==> src/rtl/core/i2cm_pkg.sv <==
package i2cm_pkg;

  // Transaction opcodes
  localparam logic [2:0] OP_WR_CTL   = 3'd0;
  localparam logic [2:0] OP_WR_DATA  = 3'd1;
  localparam logic [2:0] OP_RD_CTL   = 3'd2;
  localparam logic [2:0] OP_RD_STAT  = 3'd3;
  localparam logic [2:0] OP_RD_DATA  = 3'd4;
  localparam logic [2:0] OP_COMPLETE = 3'd5;

  // Control register bit positions
  localparam int unsigned CTL_AAK  = 2;
  localparam int unsigned CTL_IFLG = 3;
  localparam int unsigned CTL_STP  = 4;
  localparam int unsigned CTL_STA  = 5;
  localparam int unsigned CTL_ENAB = 6;

  // Master status codes
  localparam logic [7:0] ST_START  = 8'h08;
  localparam logic [7:0] ST_RSTART = 8'h10;
  localparam logic [7:0] ST_AW_ACK = 8'h18;
  localparam logic [7:0] ST_AW_NAK = 8'h20;
  localparam logic [7:0] ST_DW_ACK = 8'h28;
  localparam logic [7:0] ST_DW_NAK = 8'h30;
  localparam logic [7:0] ST_ARB    = 8'h38;
  localparam logic [7:0] ST_AR_ACK = 8'h40;
  localparam logic [7:0] ST_AR_NAK = 8'h48;
  localparam logic [7:0] ST_RX_ACK = 8'h50;
  localparam logic [7:0] ST_RX_NAK = 8'h58;
  localparam logic [7:0] ST_IDLE   = 8'hF8;

  // Pending bus phase
  localparam logic [2:0] PH_IDLE    = 3'd0;
  localparam logic [2:0] PH_START   = 3'd1;
  localparam logic [2:0] PH_RESTART = 3'd2;
  localparam logic [2:0] PH_ADDR    = 3'd3;
  localparam logic [2:0] PH_DATA    = 3'd4;
  localparam logic [2:0] PH_RXACK   = 3'd5;
  localparam logic [2:0] PH_RXNAK   = 3'd6;

  // Launched bus action
  localparam logic [2:0] ACT_NONE    = 3'd0;
  localparam logic [2:0] ACT_START   = 3'd1;
  localparam logic [2:0] ACT_RESTART = 3'd2;
  localparam logic [2:0] ACT_SEND    = 3'd3;
  localparam logic [2:0] ACT_RXACK   = 3'd4;
  localparam logic [2:0] ACT_RXNAK   = 3'd5;
  localparam logic [2:0] ACT_STOP    = 3'd6;

endpackage

==> src/rtl/core/i2c_master_status_core.sv <==
// Master-mode two-wire bus register core. Each input transaction is a register
// access (control write, data write, control/status/data read) or a bus
// completion event, and each yields exactly one result transaction carrying
// the read value (zero for non-reads), the bus action launched (none, start,
// restart, send byte, receive with ack/nak, stop) and the interrupt flag as it
// stands afterwards. Throughput is one transaction per clock while out_stall
// is low. A transaction accepted into the input register passes the single
// decision stage that updates control, data, status, pending phase and bus
// ownership, and is offered from the result register. A stop written
// with ENAB set takes effect at once and returns the status to 0xF8; a
// completion with nothing pending is ignored. After reset the status reads
// 0xF8 and the control and data registers read zero. Both channels use
// valid/stall: a transaction moves on a rising edge with valid high and stall
// low, and out_stall backs up into in_stall in the same cycle.
module i2c_master_status_core (
  input  logic       clk,
  input  logic       rst_n,
  input  logic       in_valid,
  output logic       in_stall,
  input  logic [2:0] in_op,
  input  logic [7:0] in_wdata,
  input  logic       in_partner_ack,
  input  logic       in_arb_lost,
  input  logic [7:0] in_rx_byte,
  output logic       out_valid,
  input  logic       out_stall,
  output logic [7:0] out_rdata,
  output logic [2:0] out_bus_action,
  output logic       out_irq_flag
);

  // Input register stage
  logic       s1_valid_r;
  logic [2:0] s1_op_r;
  logic [7:0] s1_wdata_r;
  logic       s1_ack_r;
  logic       s1_lost_r;
  logic [7:0] s1_rx_r;

  // Architectural state
  logic [7:0] ctl_r, ctl_nxt;
  logic [7:0] data_r, data_nxt;
  logic [7:0] status_r, status_nxt;
  logic [2:0] phase_r, phase_nxt;
  logic       owned_r, owned_nxt;
  logic       rd_dir_r, rd_dir_nxt;

  // Result register
  logic       out_valid_r;
  logic [7:0] out_rdata_r, rdata_nxt;
  logic [2:0] out_act_r, act_nxt;
  logic       out_irq_r;

  logic advance;
  logic in_take;

  // The decision stage empties whenever the result register is free or is
  // being drained this cycle.
  assign advance  = s1_valid_r && (!out_valid_r || !out_stall);
  assign in_stall = s1_valid_r && !advance;
  assign in_take  = in_valid && !in_stall;

  always_ff @(posedge clk) begin
    if (!rst_n) begin
      s1_valid_r <= 1'b0;
    end else if (in_take) begin
      s1_valid_r <= 1'b1;
    end else if (advance) begin
      s1_valid_r <= 1'b0;
    end
  end

  // Hold the payload while stalled; load on acceptance only.
  always_ff @(posedge clk) begin
    if (in_take) begin
      s1_op_r    <= in_op;
      s1_wdata_r <= in_wdata;
      s1_ack_r   <= in_partner_ack;
      s1_lost_r  <= in_arb_lost;
      s1_rx_r    <= in_rx_byte;
    end
  end

  // Decision logic: one transaction's effect on the register file.
  always_comb begin
    logic       flag_before;
    logic       keep_flag;
    logic [7:0] st;

    flag_before = ctl_r[i2cm_pkg::CTL_IFLG];
    keep_flag   = s1_wdata_r[i2cm_pkg::CTL_IFLG] & ctl_r[i2cm_pkg::CTL_IFLG];
    st          = status_r;

    ctl_nxt    = ctl_r;
    data_nxt   = data_r;
    status_nxt = status_r;
    phase_nxt  = phase_r;
    owned_nxt  = owned_r;
    rd_dir_nxt = rd_dir_r;
    rdata_nxt  = 8'h00;
    act_nxt    = i2cm_pkg::ACT_NONE;

    unique case (s1_op_r)
      i2cm_pkg::OP_WR_CTL: begin
        // STA and STP act at once and are never stored; IFLG written as one leaves the
        // flag as it was unless a start or stop is launched.
        ctl_nxt = s1_wdata_r;
        ctl_nxt[i2cm_pkg::CTL_STA]  = 1'b0;
        ctl_nxt[i2cm_pkg::CTL_STP]  = 1'b0;
        ctl_nxt[i2cm_pkg::CTL_IFLG] = keep_flag;
        priority if (!s1_wdata_r[i2cm_pkg::CTL_ENAB]) begin
          act_nxt = i2cm_pkg::ACT_NONE;
        end else if (s1_wdata_r[i2cm_pkg::CTL_STP]) begin
          // Stop wins over start and over a pending action once ENAB is set.
          phase_nxt = i2cm_pkg::PH_IDLE;
          ctl_nxt[i2cm_pkg::CTL_IFLG] = 1'b0;
          owned_nxt  = 1'b0;
          status_nxt = i2cm_pkg::ST_IDLE;
          act_nxt    = i2cm_pkg::ACT_STOP;
        end else if (phase_r != i2cm_pkg::PH_IDLE) begin
          act_nxt = i2cm_pkg::ACT_NONE;
        end else if (s1_wdata_r[i2cm_pkg::CTL_STA]) begin
          ctl_nxt[i2cm_pkg::CTL_IFLG] = 1'b0;
          if (owned_r) begin
            phase_nxt = i2cm_pkg::PH_RESTART;
            act_nxt   = i2cm_pkg::ACT_RESTART;
          end else begin
            phase_nxt = i2cm_pkg::PH_START;
            act_nxt   = i2cm_pkg::ACT_START;
          end
        end else if (flag_before && !s1_wdata_r[i2cm_pkg::CTL_IFLG] && owned_r) begin
          // Continue from the current status.
          unique case (status_r)
            i2cm_pkg::ST_START, i2cm_pkg::ST_RSTART: begin
              rd_dir_nxt = data_r[0];
              phase_nxt  = i2cm_pkg::PH_ADDR;
              act_nxt    = i2cm_pkg::ACT_SEND;
            end
            i2cm_pkg::ST_AW_ACK, i2cm_pkg::ST_DW_ACK: begin
              phase_nxt = i2cm_pkg::PH_DATA;
              act_nxt   = i2cm_pkg::ACT_SEND;
            end
            i2cm_pkg::ST_AR_ACK, i2cm_pkg::ST_RX_ACK: begin
              if (s1_wdata_r[i2cm_pkg::CTL_AAK]) begin
                phase_nxt = i2cm_pkg::PH_RXACK;
                act_nxt   = i2cm_pkg::ACT_RXACK;
              end else begin
                phase_nxt = i2cm_pkg::PH_RXNAK;
                act_nxt   = i2cm_pkg::ACT_RXNAK;
              end
            end
            default: act_nxt = i2cm_pkg::ACT_NONE;
          endcase
        end else begin
          act_nxt = i2cm_pkg::ACT_NONE;
        end
      end
      i2cm_pkg::OP_WR_DATA: data_nxt = s1_wdata_r;
      i2cm_pkg::OP_RD_CTL:  rdata_nxt = ctl_r;
      i2cm_pkg::OP_RD_STAT: rdata_nxt = status_r;
      i2cm_pkg::OP_RD_DATA: rdata_nxt = data_r;
      i2cm_pkg::OP_COMPLETE: begin
        if (phase_r != i2cm_pkg::PH_IDLE) begin
          if (s1_lost_r) begin
            st        = i2cm_pkg::ST_ARB;
            owned_nxt = 1'b0;
          end else begin
            unique case (phase_r)
              i2cm_pkg::PH_START: begin
                st        = i2cm_pkg::ST_START;
                owned_nxt = 1'b1;
              end
              i2cm_pkg::PH_RESTART: begin
                st        = i2cm_pkg::ST_RSTART;
                owned_nxt = 1'b1;
              end
              i2cm_pkg::PH_ADDR: begin
                if (rd_dir_r) begin
                  st = s1_ack_r ? i2cm_pkg::ST_AR_ACK : i2cm_pkg::ST_AR_NAK;
                end else begin
                  st = s1_ack_r ? i2cm_pkg::ST_AW_ACK : i2cm_pkg::ST_AW_NAK;
                end
              end
              i2cm_pkg::PH_DATA: begin
                st = s1_ack_r ? i2cm_pkg::ST_DW_ACK : i2cm_pkg::ST_DW_NAK;
              end
              i2cm_pkg::PH_RXACK: begin
                data_nxt = s1_rx_r;
                st       = i2cm_pkg::ST_RX_ACK;
              end
              default: begin
                // Receive with nak; partner acknowledge is ignored.
                data_nxt = s1_rx_r;
                st       = i2cm_pkg::ST_RX_NAK;
              end
            endcase
          end
          status_nxt = st;
          phase_nxt  = i2cm_pkg::PH_IDLE;
          ctl_nxt[i2cm_pkg::CTL_IFLG] = 1'b1;
        end
      end
      default: act_nxt = i2cm_pkg::ACT_NONE;
    endcase
  end

  // Commit state only when the transaction moves into the result register.
  always_ff @(posedge clk) begin
    if (!rst_n) begin
      ctl_r    <= 8'h00;
      data_r   <= 8'h00;
      status_r <= i2cm_pkg::ST_IDLE;
      phase_r  <= i2cm_pkg::PH_IDLE;
      owned_r  <= 1'b0;
      rd_dir_r <= 1'b0;
    end else if (advance) begin
      ctl_r    <= ctl_nxt;
      data_r   <= data_nxt;
      status_r <= status_nxt;
      phase_r  <= phase_nxt;
      owned_r  <= owned_nxt;
      rd_dir_r <= rd_dir_nxt;
    end
  end

  always_ff @(posedge clk) begin
    if (!rst_n) begin
      out_valid_r <= 1'b0;
    end else if (advance) begin
      out_valid_r <= 1'b1;
    end else if (!out_stall) begin
      out_valid_r <= 1'b0;
    end
  end

  always_ff @(posedge clk) begin
    if (advance) begin
      out_rdata_r <= rdata_nxt;
      out_act_r   <= act_nxt;
      out_irq_r   <= ctl_nxt[i2cm_pkg::CTL_IFLG];
    end
  end

  assign out_valid      = out_valid_r;
  assign out_rdata      = out_rdata_r;
  assign out_bus_action = out_act_r;
  assign out_irq_flag   = out_irq_r;

endmodule

==> config.mk <==
export PLATFORM = sky130hd
export DESIGN_NAME = i2c_master_status_core
export DESIGN_NICKNAME = d
export VERILOG_FILES = /design/src/rtl/core/i2cm_pkg.sv /design/src/rtl/core/i2c_master_status_core.sv
export SDC_FILE = /design/constraint.sdc
export NUM_CORES = 1
export LEC_CHECK = 0
export BUFFER_PORTS_ARGS = -buffer_cell sky130_fd_sc_hd__buf_2
export CORE_MARGIN = 2
export CORE_UTILIZATION = 25
export CTS_CLUSTER_DIAMETER = 200
export CTS_CLUSTER_SIZE = 30
export DETAILED_ROUTE_END_ITERATION = 10
export PLACE_DENSITY_LB_ADDON = 0.1
export SLEW_MARGIN = 20
export SYNTH_ARGS = -nofsm -noshare
export SYNTH_HDL_FRONTEND = slang
export SYNTH_SLANG_ARGS = --single-unit
==> constraint.sdc <==
create_clock -name clk -period 1.7 [get_ports clk]
set_input_delay 0.085 -clock clk [delete_from_list [all_inputs] [get_ports clk]]
set_output_delay 0.085 -clock clk [all_outputs]
set_load 0.01 [all_outputs]
# --- Yosys cells after proc, flatten, opt, wreduce, memory -nomap -nowiden ---
# Cells that the tools add are included.
totals:
  register_bits: 62
  output_inout_bits: 14
  input_bits: 25
  elab_cells: 127
op_classes:
  n_reduce_logical: 30
  n_eq_ne: 26
  muxes: 47
  n_bitwise: 6
op_table:
  columns: ["operator", "count"]
  rows:
  - ["$mux 8", 7]
  - ["$pmux 8 s5", 1]
  - ["$pmux 8 s2", 2]
  - ["$mux 3", 10]
  - ["$pmux 8 s3", 1]
  - ["$eq 8x5->1 const B", 2]
  - ["$eq 8x7->1 const B", 2]
  - ["$mux 1", 15]
  - ["$eq 3x2->1 const B", 4]
  - ["$eq 3x3->1 const B", 4]
  - ["$pmux 3 s2", 2]
  - ["$reduce_or 4->1", 3]
  - ["$ne 2x2->1 const B", 5]
  - ["$reduce_and 5->1", 2]
  - ["$pmux 3 s3", 1]
  - ["$eq 8x4->1 const B", 1]
  - ["$eq 8x6->1 const B", 1]
  - ["$reduce_and 8->1", 1]
  - ["$reduce_or 2->1", 4]
  - ["$mux 7", 1]
  - ["$reduce_and 7->1", 1]
  - ["$eq 3x1->1 const B", 2]
  - ["$mux 6", 1]
  - ["$ne 3x3->1 const B", 2]
  - ["other kinds (17)", 34]

# --- Longest topological paths before layout ---
# Gate-level depths: netlist (run 1).
depth:
  depth_word: 9
  ltp_mapped: 6

# --- Least setup slack after synthesis (run 1) ---
# No wires, ideal clock.
synth_timing:
  path_type: "reg-to-reg"
  from: "reg out_valid_r (netlist: out_valid)"
  to: "reg s1_ack_r, enable pin"
  n_path_buf: 0
  slack_ns: -0.254
  stages_incl_launch_ff: 3
  t_arrival_ns: 1.553
  synth_period_minus_slack_ns: 1.954
  cell_sequence: "dfxtp_1 and3_1 nor2b_1"
synth_via:
  elab_chain_len: 7
synth_lines:
  columns: ["item", "line", "text"]
  rows:
  - ["start, declared", "i2c_master_status_core.sv:49", "logic out_valid_r;"]
  - ["start signal, assigned", "i2c_master_status_core.sv:228", "out_valid_r <= 1'b0;"]
  - ["start signal, assigned", "i2c_master_status_core.sv:230", "out_valid_r <= 1'b1;"]
  - ["start signal, assigned", "i2c_master_status_core.sv:232", "out_valid_r <= 1'b0;"]
  - ["$logic_not 1->1", "i2c_master_status_core.sv:59", "assign advance = s1_valid_r && (!out_valid_r || !out_stall);"]
  - ["$logic_or 1x1->1", "i2c_master_status_core.sv:59", null]
  - ["$logic_and 1x1->1", "i2c_master_status_core.sv:59", null]
  - ["$logic_not 1->1", "i2c_master_status_core.sv:60", "assign in_stall = s1_valid_r && !advance;"]
  - ["$logic_and 1x1->1", "i2c_master_status_core.sv:60", null]
  - ["named net in_stall", "i2c_master_status_core.sv:19", "output logic in_stall,"]
  - ["$logic_not 1->1", "i2c_master_status_core.sv:61", "assign in_take = in_valid && !in_stall;"]
  - ["$logic_and 1x1->1", "i2c_master_status_core.sv:61", null]
  - ["named net in_take", "i2c_master_status_core.sv:55", "logic in_take;"]
  - ["end signal, assigned", "i2c_master_status_core.sv:78", "s1_ack_r <= in_partner_ack;"]
  - ["end, declared", "i2c_master_status_core.sv:36", "logic s1_ack_r;"]
# The timed path passes the listed nets, and every way through them passes these cells.
# A chain may end at the register's enable or synchronous reset.

# --- Final worst setup path (run 1) ---
layout_timing:
  from: "reg s1_wdata_r[6]"
  to: "reg rd_dir_r"
layout_via:
  elab_chain_len: 1
layout_lines:
  columns: ["item", "line", "text"]
  rows:
  - ["start, declared", "i2c_master_status_core.sv:35", "logic [7:0] s1_wdata_r;"]
  - ["start signal, assigned", "i2c_master_status_core.sv:77", "s1_wdata_r <= in_wdata;"]
  - ["$reduce_and 8->1 (no line)", null, null]
  - ["end signal, assigned", "i2c_master_status_core.sv:222", "rd_dir_r <= rd_dir_nxt;"]
  - ["end, declared", "i2c_master_status_core.sv:46", "logic rd_dir_r, rd_dir_nxt;"]
# Every way passes these cells.

==> results of run 1 <==
==> logic make-up after synthesis <==
logic type,Yosys count,synth area share
DFF,59,0.536
xor gates and xnor gates,3,0.00932
and+or+nand+nor,89,0.195
adders and majority gates,2,0.00887
muxes,12,0.0426
AOI/OAI and AO/OA,63,0.165
buffers and inverters,24,0.0435
==> metal layers <==
| layer | vias to the layer above | wire length (µm) | part of all wire | global-route usage |
|---|---|---|---|---|
| li1 | 1109 | - | - | - |
| met1 | 1065 | 3630 | 0.48 | 0.179 |
| met2 | 35 | 3610 | 0.48 | 0.223 |
| met3 | 7 | 223 | 0.030 | 0.0335 |
| met4 | 0 | 92 | 0.012 | 0.0482 |
| met5 | - | 0 | 0 | 0 |
==> state kept, by name, summed over array words and instances, names as in the netlist, 3 cells and up <==
name / cells
data_r: 8
out_rdata: 8
s1_rx_r: 8
s1_wdata_r: 8
ctl_r: 6
status_r: 5
out_bus_action: 3
phase_r: 3
s1_op_r: 3
==> metrics by stage <==
step	std cells	utilization	worst slack (ps)
6_report	483	0.352	56.1
5_1_grt	483	0.352	2.42
4_1_cts	482	0.351	39.0
3_5_place_dp	444	0.304	52.6
3_3_place_gp	444	0.304	67.8
2_1_floorplan	252	-	38.3
==> power by group through the flow <==
stage / clock network (W) / registers, W / logic, W
global route: 0.00190 / 0.00161 / 0.000297
CTS: 0.00181 / 0.00160 / 0.000270
finish: 0.00177 / 0.00160 / 0.000270
global placement: 0 / 0.00163 / 0.000231
floorplan: 0 / 0.00162 / 0.000123
detailed placement: 0 / 0.00163 / 0.000232
==> critical path, delay by kind of cell (launching register included) <==
kind	cells	cell delay, ps
AOI/OAI and AO/OA	2	250
DFF	1	480
and+or+nand+nor	2	800
==> layout make-up <==
cell class	count	area (µm²)	area share
sequential	59	1510	0.393
multi-input combinational	169	1200	0.311
timing repair buffer	91	643	0.167
clock buffer	9	225	0.0585
tap	140	175	0.0455
clock inverter	7	68.8	0.0179
inverter	8	30.0	0.00780
==> cell usage after synthesis (all sizes together), types with 3 or more instances <==
master | n | area share
a21oi | 19 | 0.034
a22oi | 5 | 0.015
a311oi | 8 | 0.025
and3b | 3 | 0.0093
buf | 10 | 0.025
clkbuf | 6 | 0.0080
dfxtp | 26 | 0.18
edfxtp | 33 | 0.35
inv | 7 | 0.0093
mux2i | 12 | 0.043
nand2 | 29 | 0.039
nand2b | 4 | 0.0089
nor2 | 19 | 0.031
nor2b | 6 | 0.013
nor3 | 6 | 0.012
nor4b | 3 | 0.017
o211ai | 4 | 0.011
o21ai | 10 | 0.018
==> worst max-delay path by stage <==
stage             startpoint    endpoint  slack, ps
5_1_grt           s1_op_r[0]  phase_r[1]          2
4_1_cts        s1_wdata_r[6]    rd_dir_r         40
3_3_place_gp   s1_wdata_r[6]    rd_dir_r         70
6_report       s1_wdata_r[6]    rd_dir_r         60
2_1_floorplan      out_valid  phase_r[0]         40
3_5_place_dp   s1_wdata_r[6]    rd_dir_r         50
==> placed cells by master (no fill, tap or decap), types with 2 or more instances in the layout <==
cell           netlist  layout
nor2b_2              0       2
nand4_1              2       2
clkbuf_16            0       9
a21oi_1             19      19
a22oi_1              4       4
and3b_1              3       3
nor2_1              18      18
dfxtp_1             26      25
and3_1               2       2
or3_4                2       2
xnor2_1              2       2
mux2i_1             12      12
and2_1               2       2
o21ai_1              2       2
a311oi_1             8       8
buf_2                5      38
dlygate4sd3_1        0      22
ha_1                 2       2
nor2b_1              6       4
clkinvlp_4           0       2
inv_1                7       7
a211oi_1             2       2
clkinv_2             0       3
edfxtp_1            33      33
nand2b_1             4       4
a31oi_1              2       2
nor3_1               5       4
o211ai_1             4       4
nand2_1             28      28
o21ai_0              8       8
buf_4                1      31
nor3_2               1       2
a32o_1               2       2
==> repair_timing <==
item                                   in CTS  in global routing
resized for setup                           0                  3
hold buffers                               22                  0
setup endpoints to repair                   0                 10
setup buffers                               0                  1
endpoints found under the hold margin      22                  0
==> run_results.csv, run 1 <==
group,metric,value,unit
outcome,status,"finished clean",
synth,netlist_area,0.00282,mm²
routing,first_pass_iters,4,
synth,synth_seq_area_share,0.536,
worst_setup_path,reg2reg_depth,4,
final_layout,stdcell_area,0.00385,mm²
grt,grt_max_degree,22,
placed_design,postPlaceCellArea,0.00332,mm²
sta,fin_setup_tns,0,ps
synth,synth.avg_cell_area,11.2,µm²
placed_design,hpwl,5550,µm
grt,grt_pass1_vias,2294,
die,core,0.0109,mm²
die,start_util,0.258,
hold_path,hold_end,"status_r[5]",
synth,syn_inst,252,
power,power_density,947,mW/mm²
power,peakVddDrop,0.426,mV
hold_path,hold_path_class,"in2reg",
routing,routedWlPerCell,15.6,µm
sta,drv_slew,0,
synth,synth_edf_count,33,
worst_setup_path,cp_data_arrival_time,1850,ps
routing,num_vias,2216,
sta,finalClockSkew,5.36,ps
worst_setup_path,timing.critical_path.slowest_stage_cell,"or4b_4",
sta,worstMarginPinSlew,603,ps
synth,synth_nets,279,
grt,antenna_found_initial,0,
power,power.switching,0.000823,W
worst_setup_path,crit_fanout,5,
worst_setup_path,r2r-end,"rd_dir_r",
synth,yosys_warnings,0,
power,comb_power_share,0.074,
worst_setup_path,worstSetupStartpointType,"flip-flop",
flow_run,max_cap_viol_count,0,
synth,synth_flop_cell,"edfxtp_1",
die,die_x,110,µm
routing,ant_nets,0,
grt,grt.overflow.total,0,
worst_setup_path,ff2ff_setup_slack,60,ps
clock_tree,htree_levels,3,
placed_design,portBuffers,38,
routing,wirelength,7550,µm
sta,fin_crit_sh,0.967,
sta,timing.hold.ws,26.5,ps
routing,via_per_inst,4.59,
power,power_leakage,1.47,nW
clock_tree,clkSlewWorstSetupHoldPaths,60,ps
die,num_rows,38,
die,ios,39,
clock_tree,clock-root-buffer,"clkbuf_16",
clock_tree,numCtsBuffers,9,
hold_path,hp-start,"rst_n",
synth,async_reset_ff_frac,0,
worst_setup_path,worst-setup-path-type,"reg2reg",
worst_setup_path,r2r_start,"s1_wdata_r[6]",
routing,drc,0,
placed_design,gp_congestion,0.767,
sta,rsz0062_at_grt,"no",
worst_setup_path,max_stage_delay,510,ps
die,fp.dieH,110,µm
sta,max_freq,608,MHz
final_layout,drive_gt1_frac,0.312,
synth,yosys.cell_types.count,61,
clock_tree,clockBufferDepth,2,
sta,slew_headroom,0.598,
power,p_seq_frac,0.440,
sta,hold_viol,0,
hold_path,hold_depth,2,
power,p_total,0.00365,W
final_layout,syn_to_final_growth,36.6,%
synth,synth_seq_cells,59,
final_layout,nFillCells,1125,
sta,finalCriticalPeriod,1640,ps
clock_tree,cts_tree,"yes",
clock_tree,clock_latency,320,ps
final_layout,nNetsFinal,365,
power,intPower,0.00282,W
power,netSwitchingFraction,0.226,
sta,finalSetupViolCount,0,
routing,drtIter0Drc,119,
power,p_clk_frac,0.486,
final_layout,n_antenna_cell,0,
clock_tree,cts.sinks,59,
worst_setup_path,crit_path_end_kind,"flip-flop",
worst_setup_path,crit_chain,"or4b_4 -> nor4_4 -> a31o_2 -> a21oi_1",
die,dieArea,0.0121,mm²
grt,grt_pass1_wl,12200,µm
grt,track_usage,0.137,
worst_setup_path,required,1910,ps
(Power assumes the default switching activity.)
==> run 2, diff against run 1 <==
SETUP_SLACK_MARGIN = 0.3   (was unset)
==> run 2 against run 1 <==
Compared with the run above:
- via count up 5.8%
- sequential cell count unchanged
- sequential power about the same
==> run_results.csv, run 2 (same netlist as run 1, synthesis figures left out) <==
group,metric,value,unit
final_layout,n_antenna_cell,0,
placed_design,portBuffers,38,
grt,track_usage,0.144,
sta,rsz0062_at_grt,"yes",
power,power_leakage,1.68,nW
grt,antenna_found_initial,0,
die,start_util,0.258,
final_layout,final_common_cell,"buf_2",
hold_path,hold_depth,3,
final_layout,drive_gt1_frac,0.449,
routing,drc,0,
sta,fin_setup_tns,0,ps
routing,first_pass_iters,4,
worst_setup_path,reg2reg_depth,4,
worst_setup_path,cp_data_arrival_time,1860,ps
power,p_seq_frac,0.416,
sta,finalClockSkew,4.23,ps
sta,finalSetupViolCount,0,
final_layout,layout_common_cells,"38 x buf_2, 33 x edfxtp_1, 27 x buf_4, 23 x nand2_1, 22 x dlygate4sd3_1",
worst_setup_path,crit_cells,4,
routing,wirelength,8340,µm
sta,hold_viol,0,
sta,finalCriticalPeriod,1600,ps
power,p_clk_frac,0.495,
power,comb_power_share,0.089,
die,num_rows,38,
clock_tree,clockBufferDepth,2,
die,fp.dieH,110,µm
sta,max_freq,626,MHz
final_layout,nNetsFinal,377,
final_layout,instances_no_fill,494,
worst_setup_path,worstSetupStartpointType,"flip-flop",
grt,grt_pass1_wl,12600,µm
flow_run,max_cap_viol_count,0,
hold_path,hold_path_class,"in2reg",
worst_setup_path,crit_family,"flip-flops",
power,power_density,898,mW/mm²
placed_design,gp_congestion,0.827,
routing,routedWlPerCell,16.9,µm
grt,busiest_layer,"met2",
clock_tree,cts_tree,"yes",
power,netSwitchingFraction,0.220,
routing,ant_nets,0,
die,dieArea,0.0121,mm²
clock_tree,clkSlewWorstSetupHoldPaths,50,ps
clock_tree,cts.sinks,59,
clock_tree,clock-root-buffer,"clkbuf_16",
sta,drv_slew,0,
power,peakVddDrop,0.406,mV
grt,met3_usage,0.0265,
worst_setup_path,required,1960,ps
die,core,0.0109,mm²
die,die_x,110,µm
routing,drtIter0Drc,68,
sta,slew_headroom,0.655,
worst_setup_path,crit_chain,"buf_4 -> nor3_1 -> o211ai_1 -> mux2i_1",
power,power.switching,0.000845,W
routing,via_per_inst,4.75,
worst_setup_path,timing.critical_path.slowest_stage_cell,"edfxtp_1",
sta,fin_crit_sh,0.940,
grt,grt_pass1_vias,2334,
clock_tree,htree_levels,3,
placed_design,hpwl,5760,µm
placed_design,postPlaceCellArea,0.00334,mm²
routing,num_vias,2345,
worst_setup_path,worst-setup-path-type,"reg2reg",
grt,grt_max_degree,22,
worst_setup_path,max_stage_delay,600,ps
die,ios,39,
clock_tree,numCtsBuffers,9,
worst_setup_path,crit_buf_inv,1,
grt,grtUsageMet1,0.191,
final_layout,stdcell_area,0.00428,mm²
outcome,status,"finished clean",
worst_setup_path,crit_fanout,9,
worst_setup_path,crit_path_end_kind,"flip-flop",
sta,worstMarginPinSlew,518,ps
placed_design,dp_cells,442,
grt,grtUsageMet2,0.229,
clock_tree,clock_latency,330,ps
grt,grt.overflow.total,0,
power,intPower,0.00299,W
final_layout,syn_to_final_growth,51.6,%
run 2: power by group through the flow:
stage	clock network, W	logic, W	registers [W]
finish	0.00190	0.000341	0.00160
detailed placement	0	0.000237	0.00163
global route	0.00199	0.000371	0.00160
global placement	0	0.000237	0.00163
floorplan	0	0.000130	0.00162
CTS	0.00194	0.000307	0.00160
run 2: metrics by stage:
stage          hold slack [ps]   util  power (W)  worst slack (ps)
3_3_place_gp               262  0.305    0.00187              51.3
5_1_grt                   49.9  0.391    0.00397              39.9
3_5_place_dp               263  0.305    0.00187              51.9
2_1_floorplan              184      -    0.00175               125
6_report                  32.8  0.391    0.00384               101
4_1_cts                   23.1  0.370    0.00384               109
run 2: final timing paths:
path | start | to | slack [ps]
min | out_stall | out_valid | 30
max | s1_wdata_r[4] | phase_r[1] | 100
max reg2reg | s1_wdata_r[4] | phase_r[1] | 100
min reg2reg | s1_valid_r | out_valid | 480
run 2: timing repair:
action                                 in CTS  in global routing
pin swaps                                  13                 36
endpoints found under the hold margin      22                  0
cloned                                      1                  0
resized for setup                          26                 52
buffers inserted                            9                  5
setup endpoints to repair                  33                 36
hold buffers                               22                  0
run 2: cell type report:
| cell class | count | area (µm²) |
|---|---|---|
| Inverter | 8 | 31.3 |
| Timing Repair Buffer | 103 | 801 |
| Clock inverter | 6 | 81.3 |
| Clock buffer | 9 | 225 |
| Fill cell | 1089 | 6660 |
| Multi-Input combinational cell | 169 | 1440 |
| Tap cell | 140 | 175 |
| Sequential cell | 59 | 1520 |
run 2: layer usage:
metal  wire [µm]  share of wire
met4         143          0.017
met2        4000           0.48
met1        3880           0.47
met3         316          0.038
met5           0              0
run 2: worst reg2reg max path, delay by kind of cell, from the launching register on:
kind | cells | cell delay [ps]
buf+inv | 1 | 270
mux | 1 | 150
flops | 1 | 600
compound gates | 1 | 200
simple gates | 1 | 310
